**config.mk**
```make
export PLATFORM = sky130hd
export DESIGN_NAME = vfpp_mac
export DESIGN_NICKNAME = d
export VERILOG_FILES = /design/src/hw/rtl/vfpp_pkg.sv /design/src/hw/rtl/vfpp_mac.sv
export SDC_FILE = /design/constraint.sdc
export NUM_CORES = 2
export LEC_CHECK = 0
export CAP_MARGIN = 20
export CORE_MARGIN = 5
export CORE_UTILIZATION = 50
export DETAILED_ROUTE_END_ITERATION = 7
export DONT_BUFFER_PORTS = 1
export PLACE_DENSITY_LB_ADDON = 0.05
export SLEW_MARGIN = 20
export SYNTH_ARGS = -nofsm -noshare
export SYNTH_HDL_FRONTEND = slang
export SYNTH_SLANG_ARGS = --single-unit
```
**constraint.sdc**
```tcl
create_clock -name clk -period 9.8 [get_ports clk]
set_input_delay 1.96 -clock clk [delete_from_list [all_inputs] [get_ports clk]]
set_output_delay 1.96 -clock clk [all_outputs]
set_load 0.01 [all_outputs]
```
**src/hw/rtl/vfpp_pkg.sv**
```systemverilog
`default_nettype none
package vfpp_pkg;
	localparam int MaxFaces = 64;
	localparam int IdxW = $clog2(MaxFaces);
	localparam int CntW = $clog2(MaxFaces + 1);
	localparam int CoordW = 32;
	localparam int HalfW = 31;
	localparam int ProdW = 62;
	localparam int SumW = 64;
	localparam int CfgIdxW = 2;

	typedef enum logic [CfgIdxW-1:0] {
		REG_QUERY_X = 2'd0,
		REG_QUERY_Y = 2'd1,
		REG_QUERY_Z = 2'd2
	} reg_idx_t;

	typedef logic signed [HalfW-1:0] half_t;

	// control from sequencer to dot-product unit
	typedef struct packed {
		logic       clear;
		logic       acc;
		logic [1:0] sel_a;
		logic [1:0] sel_b;
	} mac_ctl_t;
endpackage
`default_nettype wire

```
**src/hw/rtl/vfpp_mac.sv**
```systemverilog
`default_nettype none
module vfpp_mac (
	input  wire logic               clk,
	input  wire vfpp_pkg::mac_ctl_t ctl,
	input  wire vfpp_pkg::half_t    a,
	input  wire vfpp_pkg::half_t    b,
	output logic signed [vfpp_pkg::SumW-1:0] sum
);
	import vfpp_pkg::*;

	logic signed [ProdW-1:0] prod_q;
	logic                    acc_s1;
	logic                    clr_s1;
	logic signed [SumW-1:0]  sum_q;

	// one 31x31 multiply, registered, then accumulate
	always_ff @(posedge clk) begin
		prod_q <= ProdW'(a * b);
		acc_s1 <= ctl.acc;
		clr_s1 <= ctl.clear;
		if (clr_s1) begin
			sum_q <= '0;
		end else if (acc_s1) begin
			sum_q <= sum_q + SumW'(prod_q);
		end
	end

	assign sum = sum_q;
endmodule
`default_nettype wire

```
* Word level (Yosys, flattened, before mapping) *
Index checks and enable logic that the tools add are counted.

word-level totals
  bits in registers = 128
  input port bits = 69
  word-level logic and storage cells = 6

operators by class
  add/sub/neg operators = 1
  multiply operators = 1

operators by type and width
  kind              number
  $add A64 B62 Y64  1
  $mul A31 B31 Y62  1

* Logic depth before layout (Yosys ltp) *
  word-level depth = 1
  mapped depth = 30
  gate-level depth less buffers = 28

* Least setup slack after synthesis *
No wires, ideal clock.

  path kind = in2reg
  from = input a[30]
  to = register prod_q[60]
  setup time = 0.118 ns
  arrival = 9.314 ns
  required time = 9.682 ns
  setup slack = 0.368 ns
  stages = 28
  buffers on the path = 2
  path through = buf_1 > nand2_1 > inv_1 > fa_1 > inv_1 > fa_1 > inv_1 > fa_1 > fa_1 > inv_1 > fa_1 > inv_1 > fa_1 > inv_1 > fa_1 > fa_1 > inv_1 > ha_1 > clkbuf_1 > a21oi_1 > o21ai_0 > a221o_1 > a21oi_1 > nor2_1 > a21oi_1 > o31ai_2 > o41a_1 > xor2_1

between the ends
  longest elaborated chain between the ends = 1

RTL lines
  item                  RTL line        RTL
  start, declared       vfpp_mac.sv:5   input wire vfpp_pkg::half_t a,
  $mul A31 B31 Y62      vfpp_mac.sv:18  prod_q <= ProdW'(a * b);
  end signal, assigned  vfpp_mac.sv:18
  end, declared         vfpp_mac.sv:11  logic signed [ProdW-1:0] prod_q;

No other way between the ends.
A chain may end at the register's enable or synchronous reset.

* Worst setup path in the final report *
  from = input a[20]
  to = register prod_q[60]

Same word-level chain as after synthesis.

==> flow_metrics.tcl <==
set metrics [dict create \
    status "finished clean" \
    rsz0062_at_grt "false" \
    clk_latency_ns 0.43 \
    path_delay_family "adder cells" \
    post_drt_wl_per_cell_microns 21.2 \
    post_cts_buffers 0 \
    finalMaxSlewViolations 0 \
    final_antenna_net_count 0 \
    cts-root-buf "clkbuf_16" \
    antenna_found_initial 4 \
    syn_nets 5935 \
    finClkSkew_ns 0.0104 \
    boundaryPins 133 \
    io_buffers 0 \
    r2r-end "sum[56]$_SDFFE_PP0P_" \
    final_cell_area_sq_um 42900 \
    rr_startpoint "sum[0]$_SDFFE_PP0P_" \
    cts_tree "done" \
    final_nets 5736 \
    netlist.top_cell.by_area "fa_1" \
    cpMostUsedCell "fa_1" \
    globalRouteOverflowTotal 0 \
    grt_max_degree 68 \
    cp-startpoint "a[20]" \
    netlist_instances 4602 \
    tns_ns 0 \
    crit_fanout 31 \
    clockBufferDepth 2 \
    syn_area_per_cell_sq_um 9.06 \
    finalSetupViolCount 0 \
    num_rows 106 \
    drive_gt1_share_pct 1.83 \
    ys_top_cells_by_area "fa_1 (49%), inv_1 (9.5%), ha_1 (7.3%)" \
    path_cells "and2_1 > fa_1 > fa_1 > inv_1 > fa_1 > fa_1 > inv_1 > fa_1 > fa_1 > fa_1 > inv_1 > fa_1 > inv_1 > ha_1 > a21o_1 > o21ba_1 > o21ai_0 > a221o_1 > a21oi_2 > o31ai_2 > a31oi_2 > o31ai_2 > o41a_1 > xor2_1" \
    hold_viol_final 0 \
    tightest_slew_ns 0.994 \
    route.detailed.drc 0 \
    die_h_microns 299 \
    cts-hold-fix-buffers 0 \
    crit_path_start_kind "input port" \
    diodes 0 \
    required_ns 10.11 \
    worstPathArrival_ns 9.44 \
    slew_headroom_pct 33.7 \
    hpwl_microns 88800 \
    cts_max_level 4 \
    die-area_sq_um 89300 \
    first_iter_violations 1559 \
    critical_path_class "in2reg" \
    reg2reg_depth 13 \
    placed_area_sq_um 42300 \
    grt_usage_pct 27.0 \
    regToRegSetupSlack_ns 5.39 \
    gp_congestion 0.890 \
    routed_wl_microns 116000 \
    dr.pass1.iters 5 \
    layout_worst_path_cycle_share_pct 93.1 \
    syn2layout_area_growth_pct 2.89 \
    core_sq_um 83200 \
    min-delay-path-class "reg2reg" \
    ys_seq_area_share_pct 6.14 \
    vias 29378 \
    ys.flop_type "dfxtp_1" \
    worstSetupPathDepth 24 \
    ys_warn_count 0 \
    cts-resized-gates 0 \
    grt_pass1_vias 31850 \
    fin_util_pct 51.6 \
    timing.fmax_ghz 0.110 \
    yosysTopAreaCellShare_pct 48.9 \
    cpMaxStageDelayCell "fa_1" \
    critical_path_buf_inv_count 4 \
    endpoint "prod_q[60]$_DFF_P_" \
    end_kind "flop" \
    synthArstFlopShare_pct 0 \
    die_w_microns 299 \
    fin_crit_ns 9.13 \
    cap_violations 0 \
    yosysUniqueCellTypes 81 \
    cts.sinks 128 \
    grt_pass1_wl_microns 188000 \
    cts.clk_slew.worst_paths_ns 0.06 \
    numCtsBuffers 17 \
    vias_per_cell 5.35 \
    start_util_pct 50.2 \
    slowest_delay_ns 0.63 \
    netlist_area_sq_um 41700 \
    synth_edf_count 0 \
    yosys_register_bits 128 \
    fillers 7916 \
]
==> placed cells by master (no fill, tap or decap), types with 5 or more instances in the layout <==
cell type,n
nor2_1,134
o21a_1,22
a21oi_1,137
nand3_1,26
nor3_1,14
fa_1,1019
and3_1,14
nand2b_1,18
nor4_1,5
nor3b_1,11
o211ai_1,10
xnor2_1,77
a211o_1,6
a21o_1,51
inv_1,1060
a31oi_1,14
clkbuf_16,17
ha_1,245
xor2_1,37
mux2i_1,45
dfxtp_1,126
a311oi_1,6
nand2_1,572
and2_1,460
clkinv_4,5
buf_4,19
o21bai_1,22
nor2b_1,18
or3_1,6
o21ai_1,16
o21ai_0,60
nand4_1,25
or4_1,5
a211oi_1,12
o31ai_1,6
==> synthesized netlist by cell type (14+ instances only) <==
library cell,count
a31oi_1,14
and3_1,14
a21oi_1,137
ha_1,245
fa_1,1019
xor2_1,37
o21ai_0,60
nor2_1,134
nand2b_1,18
and2_1,460
mux2i_1,45
o21bai_1,22
nand4_1,25
clkbuf_1,230
o21a_1,22
a21o_1,51
inv_1,1060
xnor2_1,77
nand3_1,26
nor2b_1,18
o21ai_1,16
nand2_1,572
dfxtp_1,128
nor3_1,14
==> final cells by class <==
| type | count | area (sq um) | area share (%) |
|---|---|---|---|
| Timing Repair Buffer | 20 | 163 | 0.379 |
| Sequential cell | 128 | 2570 | 5.98 |
| Clock inverter | 15 | 163 | 0.379 |
| Tap cell | 1080 | 1350 | 3.15 |
| Clock buffer | 17 | 425 | 0.991 |
| Inverter | 1061 | 3980 | 9.28 |
| Multi-Input combinational cell | 3175 | 34300 | 79.8 |
==> cell families (layout without fill, tap and decap cells) <==
family	after synthesis	after routing	share of synthesized area, %
compound gates	419	419	6.61
xor+xnor	114	114	2.39
fa+ha+maj	1264	1264	56.3
buf+inv	1299	1113	11.7
flops	128	128	6.14
mux	46	46	1.11
simple gates	1332	1332	15.8
==> worst min-delay path: cells and delay by family, from the launching register on <==
family | cells | cell delay, ns
flip-flops | 1 | 0.36
AO/OA/AOI/OAI | 1 | 0.05
AND/OR/NAND/NOR | 1 | 0.10
==> per-layer routing <==
layer  up-vias  part of all wire, %  global-route usage (%)
met2       933                   45                    42.2
li1      13217                    -                       -
met3       106                  7.6                    5.18
met1     15120                   46                    40.3
met5         -                0.011                       0
met4         2                  1.4                    4.20
==> through the flow <==
step | instances | hold WS [ns] | setup WS, ns
CTS | 5496 | 0.573 | 0.777
global route | 5496 | 0.582 | 0.377
detailed placement | 5464 | 0.564 | 0.321
floorplan | 4602 | 0.500 | 0.368
finish | 5496 | 0.563 | 0.675
global placement | 5464 | 0.555 | 0.370
==> state kept, by name, summed over array words and instances (netlist names) <==
name	count
acc_s1	1
clr_s1	1
prod_q	62
sum	64
==> how the worst min path moves through the flow <==
stage,to,cells past startpoint,start
final,sum[20]$_SDFFE_PP0P_,2,sum[20]$_SDFFE_PP0P_
after global routing,sum[20]$_SDFFE_PP0P_,2,sum[20]$_SDFFE_PP0P_
after CTS,sum[20]$_SDFFE_PP0P_,2,sum[20]$_SDFFE_PP0P_
after detailed placement,sum[20]$_SDFFE_PP0P_,2,sum[20]$_SDFFE_PP0P_
after global placement,sum[20]$_SDFFE_PP0P_,2,sum[20]$_SDFFE_PP0P_
after floorplan,sum[57]$_SDFFE_PP0P_,2,sum[57]$_SDFFE_PP0P_
Power is not shown: default switching activity piles up to over one toggle a cycle in this logic, so the estimate is an artifact.
