### src/hw/rtl/vfpp_ram.sv
`default_nettype none
module vfpp_ram #(
	parameter int Width = 8,
	parameter int Depth = 16
) (
	input  wire logic                     clk,
	input  wire logic                     we,
	input  wire logic [$clog2(Depth)-1:0] waddr,
	input  wire logic [Width-1:0]         wdata,
	input  wire logic [$clog2(Depth)-1:0] raddr,
	output logic      [Width-1:0]         rdata
);
	logic [Width-1:0] mem_q [Depth];

	// one write and one registered read port
	always_ff @(posedge clk) begin
		if (we) begin
			mem_q[waddr] <= wdata;
		end
		rdata <= mem_q[raddr];
	end
endmodule
`default_nettype wire

### config.mk
export PLATFORM = sky130hd
export DESIGN_NAME = vfpp_ram
export DESIGN_NICKNAME = d
export VERILOG_FILES = /design/src/hw/rtl/vfpp_ram.sv
export SDC_FILE = /design/constraint.sdc
export NUM_CORES = 1
export LEC_CHECK = 0
export BUFFER_PORTS_ARGS = -buffer_cell sky130_fd_sc_hd__buf_2
export CORE_UTILIZATION = 50
export DETAILED_ROUTE_END_ITERATION = 8
export GPL_TIMING_DRIVEN = 0
export PLACE_DENSITY = 0.82
export SYNTH_ARGS = -nofsm -noshare
export SYNTH_HDL_FRONTEND = slang
export SYNTH_SLANG_ARGS = --single-unit
export TNS_END_PERCENT = 10
### constraint.sdc
create_clock -name clk -period 1.6 [get_ports clk]
set_input_delay 0.08 -clock clk [delete_from_list [all_inputs] [get_ports clk]]
set_output_delay 0.08 -clock clk [all_outputs]
set_load 0.005 [all_outputs]
# [Word level (Yosys, flattened, before mapping)]
# Memory sizes are Yosys's and may differ from the RTL's. A register that Yosys moved wholly into a read port is not among the register bits.
# Cells that the tools add are included.
# W data, S select, Z words.
[classes] mux=2
[op_table] op="$mux W1" count=2
[word_totals] ff_bits=0 mem_bits_rw=128 in_bits=18 wordCells=3 mem_count=1
[mem_list] memory="mem_q" words=16 word_bits=8 rd=1 rd_clocked_by_memory_dff=1 write_ports=1 line_no="13" rtl="logic [Width-1:0] mem_q [Depth];"

# [Longest topological paths before layout]
# Gate-level depths: netlist of run 1.
[logic_depth] word_depth=2 depth_mapped=5 depth_no_buf=3

# [Least setup slack after synthesis of run 1]
# No wires, ideal clock.
[synth_path] path_type="in2reg" from="input port waddr[2]" to="memory mem_q[0][0] (enable)" setup_ns=0.383 t_arrival_ns=1.190 slack_ns=0.027 cell_stages=2 path_buffers=0 path_cell_list="or3b_2 > nor3_1"
[synth_rtl] item="start, declared" line_no="8" rtl="input wire logic [$clog2(Depth)-1:0] waddr,"
[synth_rtl] item="end, declared" line_no="13"
# Straight into the memory's write port.

==> results of run 1 <==
-- critical path, delay by kind of cell, from the launching register on --
family | cells | cell delay, ns
AO/OA/AOI/OAI | 1 | 0.28
flip-flops | 1 | 0.42
multiplexers | 1 | 0.48
AND/OR/NAND/NOR | 1 | 0.12
-- path summary, 6_finish.rpt --
check        depth (start not counted)  slack (ns)     endpoint
max                                  3        0.18     rdata[7]
min                                  2        0.01  mem_q[8][0]
max reg2reg                          3        0.18     rdata[7]
min reg2reg                          3        0.68     rdata[3]
-- final cells by class --
type	count	area [µm²]
repair buffers	34	218
clock inverters	13	156
fillers	652	3750
well taps	133	166
clock buffers	19	422
multi-input cells	83	1060
flip-flops and latches	136	4000
plain buffers	10	86.3
-- report_power, final --
group / internal [µW] / switching (µW)
combinational: 172 / 220
sequential: 3980 / 20.4
clock: 2360 / 1430
total: 6520 / 1670
-- Yosys cell counts --
library cell	count
a22oi_1	16
and2_1	1
and2b_1	1
buf_2	3
buf_4	1
buf_6	3
clkdlybuf4s25_2	3
dfxtp_1	8
edfxtp_1	128
mux4_1	14
mux4_2	18
nand2_1	9
nand2b_1	2
nand3_1	1
nand3b_1	2
nor2_1	13
nor2b_1	1
nor3_1	4
or3b_2	1
-- what timing repair did --
item | in CTS | in global routing
endpoints found under the hold margin | 128 | 1
endpoints found under the setup margin | 0 | 8
hold buffers | 8 | 1
gates resized for setup | 0 | 1
-- logic make-up (layout without fill, tap and decap cells) --
group	after synthesis	after routing	synth area share (%)
AOI/OAI and AO/OA	16	16	2.33
buffers and inverters	10	76	1.68
DFF	136	136	77.8
muxes	32	32	15.0
and+or+nand+nor	35	35	3.18
-- routing by layer --
metal  up-vias  part of all wire, %
li1       1081                    -
met1      1275                   39
met2       127                   50
met3         7                  9.1
met4         0                  1.5
met5         -                    0
-- state kept, by name (all words and copies together) (netlist names) --
| register | cells |
|---|---|
| mem_q | 128 |
| rdata | 8 |
-- stage by stage --
stage / hold WS (ns) / cells / setup slack, ns / cell area, µm² / total power (µW)
2_1_floorplan: 0.179 / 229 / 0.0271 / 5150 / 4280
3_3_place_gp: 0.457 / 386 / -0.469 / 5430 / 4430
3_5_place_dp: 0.453 / 386 / -0.521 / 5430 / 4450
4_1_cts: 0.0709 / 426 / 0.0589 / 6090 / 8230
5_1_grt: 0.0147 / 428 / 0.129 / 6110 / 8420
6_report: 0.00973 / 428 / 0.182 / 6110 / 8190
==> metrics.txt, run 1 <==
leakage power summed over all cells 0.00207 µW; GR Layer Usage met1 29.6%; total of flip-flops plus latches after synthesis 136; FF-to-FF Start mem_q[0][7]; commonest cells after routing, fill and taps aside 128 x edfxtp_1, 27 x buf_2, 18 x mux4_2; Port Buf Inserts 24; outcome completed; overall die area 0.0107 mm²; most area-consuming cells after synthesis edfxtp_1 75%, mux4_2 7.9%, mux4_1 7.1%, dfxtp_1 3.1%, a22oi_1 2.3%; post-route setup TNS 0 ns; worst slew pin tran 1.26 ns; share of Yosys cell area claimed by the top area cell type 74.7%; largest net degree at the start of global routing 17; CTS tree built; initial core utilization 52.2%; # Max-Cap Violations 0; CP Launch Type flop; detailed-routing iteration count for the pre-antenna-repair pass 5; max frequency 705 MHz; start point of the critical path mem_q[0][7]; most frequent standard cell in the layout excluding fill and tap cells edfxtp_1; CP cell instances mux4_2, a22oi_1, nand2_1; Distinct cells, synth 19; global-route track usage on met3 5.65%; Fin. Hold Viols 0; number of antenna cells inserted 0; post-layout utilization of the core 62.0%; post-route fraction of the period consumed by the critical path 88.7%; final weighted congestion in routability-driven placement 0.777; vias in the first global route 2,527; std cell rows 36; via density per instance 5.82; post-synth design cell area 0.00515 mm²; most congested layer reported by global routing met2; Slowest cell on crit path mux4_2; endpoint type of the worst setup path flop; sinks on the clock net 136; Worst slew margin 15.3%; Worst Path Required 2.00 ns; Hold WC Path Type input port to flop; critical path type flop to flop; # DRC 0; maximum root-to-sink buffer count 2; synthesized net count 247; power density relative to cell area 1340 mW/mm²; ports placed on the boundary 26; Pins Over Slew Limit 0; wire length of the first global-routing pass 15,000 µm; overall global routing resource usage 21.3%; maximum level of the CTS H-tree 4; top cell type by total area after synthesis edfxtp_1; setup repair after global routing missed its margin no; Post-Syn Instances 229; top fanout value on the critical path 1; post-synthesis sequential area ratio 77.8%; routed vias 2,490; setup violation total in the final timing report 0; Total Routed Length 10,100 µm; leftover overflow at the end of global routing 0; Worst EP arrival 1.82 ns; number of clock buffers inserted by TritonCTS 17; Syn Area/Cell 22.5 µm²; clock transition at the registers of the reported paths 0.06 ns; Largest stage delay, worst path 0.48 ns; met2 routing resource usage after global routing 32.6%; width of the die 103 µm; clock latency at the later pin of the worst-skew pair 0.52 ns; count of nets left with antenna violations after detail routing 0; post-CTS setup buffer count 0; library cell used as clock root buffer clkbuf_8; number of warnings reported in the yosys synthesis log 0; share of final-layout standard cells stronger than drive strength 1 28.5%; number of nets in the layout 300; Tmin final 1.42 ns; placed wire-length estimate 6080 µm; DRT iter0 DRCs 240; vertical die dimension 103 µm; Fin Clk Skew 0.00509 ns; worst-case vdd ir drop 1.07 mV; layout overhead on the synthesized area 18.8%; standard cell core area 0.00986 mm²; post-detailed-route wirelength per cell 23.7 µm; initial antenna violation count 0; Worst Hold Launch waddr[0]
Note: power is estimated with default switching activity, not from simulation.
==> inputs of run 2 (changes only) <==
Clock period 1.6 ns to 1.17 ns, I/O delays scaled along.
==> metrics.txt, run 2 (synthesized netlist as in run 1, its figures left out) <==
outcome complete, but fails checks; failing checks setup timing; clock latency at the later pin of the worst-skew pair 0.51 ns; Hold WC Path Type input port to flop; Fin. Hold Viols 0; Worst EP arrival 1.72 ns; critical path type flop to flop; Worst slew margin 43.5%; width of the die 103 µm; library cell used as clock root buffer clkbuf_8; FF-to-FF Start mem_q[2][0]; Largest regs mem_q: 128 flops, rdata: 8 flops; maximum level of the CTS H-tree 4; DP Worst Slack -0.558 ns; worst hold slack after final layout 0.0522 ns; worst slew pin tran 0.845 ns; flip-flop and latch area 0.00400 mm²; Tmin final 1.33 ns; detailed-routing iteration count for the pre-antenna-repair pass 4; wire length of the first global-routing pass 14,800 µm; worst hold path cell count 2; power density relative to cell area 1780 mW/mm²; FF-to-FF path depth 3; DRT iter0 DRCs 198; worst hold endpoint mem_q[0][5]; start point of the critical path mem_q[2][0]; layout overhead on the synthesized area 18.2%; post-detailed-route wirelength per cell 23.6 µm; Slowest cell on crit path mux4_2; leftover overflow at the end of global routing 0; largest net degree at the start of global routing 17; ports placed on the boundary 26; critical register-to-register path endpoint rdata[0]; post-CTS setup buffer count 0; count of nets left with antenna violations after detail routing 0; initial core utilization 52.2%; CP Launch Type flop; overall die area 0.0107 mm²; number of antenna cells inserted 0; setup violation total in the final timing report 8; placed wire-length estimate 6030 µm; Pins Over Slew Limit 0; Port Buf Inserts 24; # Max-Cap Violations 0; most frequent standard cell in the layout excluding fill and tap cells edfxtp_1; filler instances 664; CP cell instances mux4_2, a22oi_2, nand2_1; final weighted congestion in routability-driven placement 0.716; Largest stage delay, worst path 0.48 ns; number of flip-flops in the largest register 128; worst-case vdd ir drop 0.822 mV; post-route fraction of the period consumed by the critical path 114%; CTS tree built; via density per instance 5.80; standard cell core area 0.00986 mm²; register with the most flip-flops mem_q; number of nets in the layout 298; Register-to-Register Setup Slack -0.16 ns; post-route setup slack -0.163 ns; clock transition at the registers of the reported paths 0.06 ns; sinks on the clock net 136; routed vias 2,463; endpoint type of the worst setup path flop; overall global routing resource usage 21.2%; Total Routed Length 10,000 µm; setup repair after global routing missed its margin yes; leakage power summed over all cells 0.00198 µW; commonest cells after routing, fill and taps aside 128 x edfxtp_1, 30 x mux4_2, 27 x buf_2; share of final-layout standard cells stronger than drive strength 1 35.6%; Worst Path Required 1.56 ns; vertical die dimension 103 µm; maximum root-to-sink buffer count 2; initial antenna violation count 0; combined area of the multi-input logic cells 0.00109 mm²; vias in the first global route 2,446; top fanout value on the critical path 1; Worst Hold Launch waddr[1]; Fin Clk Skew 0.0112 ns; std cell rows 36; # DRC 0; max frequency 750 MHz; number of clock buffers inserted by TritonCTS 17
[run 2: what timing repair did]
item | 4_1_cts | 5_1_grt
endpoints found under the setup margin | 23 | 8
hold buffers | 8 | 0
pin swaps | 4 | 6
resized for setup | 15 | 8
endpoints found under the hold margin | 128 | 0
[run 2: how the worst max path moves through the flow]
stage	endpoint	slack, ns	depth (start not counted)
after detailed placement	mem_q[12][2]	-0.56	3
after CTS	rdata[0]	-0.17	3
after global routing	rdata[5]	-0.18	3
after floorplan	mem_q[4][0]	-0.08	2
final	rdata[0]	-0.16	3
after global placement	mem_q[4][7]	-0.56	3
[run 2: final cells by class]
cell class / count / share of cell area, %
Sequential cell: 136 / 65.8
Timing Repair Buffer: 32 / 3.29
Clock inverter: 12 / 1.81
Buffer: 10 / 1.42
Clock buffer: 19 / 6.93
Tap cell: 133 / 2.74
Multi-Input combinational cell: 83 / 18.0
[run 2: per-layer routing]
metal / wire length [µm] / part of all wire (%) / global-route usage, %
met3: 801 / 8.0 / 5.17
met2: 5080 / 51 / 31.9
met5: 0 / 0 / 0
met4: 175 / 1.7 / 9.43
met1: 3990 / 40 / 29.8
[run 2: critical path: cells and delay by family (launching register included)]
kind | cells | cell delay, ns
and+or+nand+nor | 1 | 0.10
DFF | 1 | 0.38
muxes | 1 | 0.48
AOI/OAI and AO/OA | 1 | 0.25
[run 2: power by group]
part           switching, µW  internal, µW  total, µW  leakage, µW
Sequential              28.6          5450       5480      0.00122
Combinational            322           250        572     0.000510
Clock                   1840          2960       4800     0.000249
[run 2: metrics by stage]
step           area (µm²)  instances  util, %  setup TNS [ns]  total power, µW
2_1_floorplan        5170        229        -          -0.843             5850
3_3_place_gp         5460        386     55.4          -37.69             6060
3_5_place_dp         5460        386     55.4          -41.39             6090
4_1_cts              6090        425     61.7           -1.04            10900
5_1_grt              6080        425     61.7           -1.15            11200
6_report             6080        425     61.7          -0.901            10900
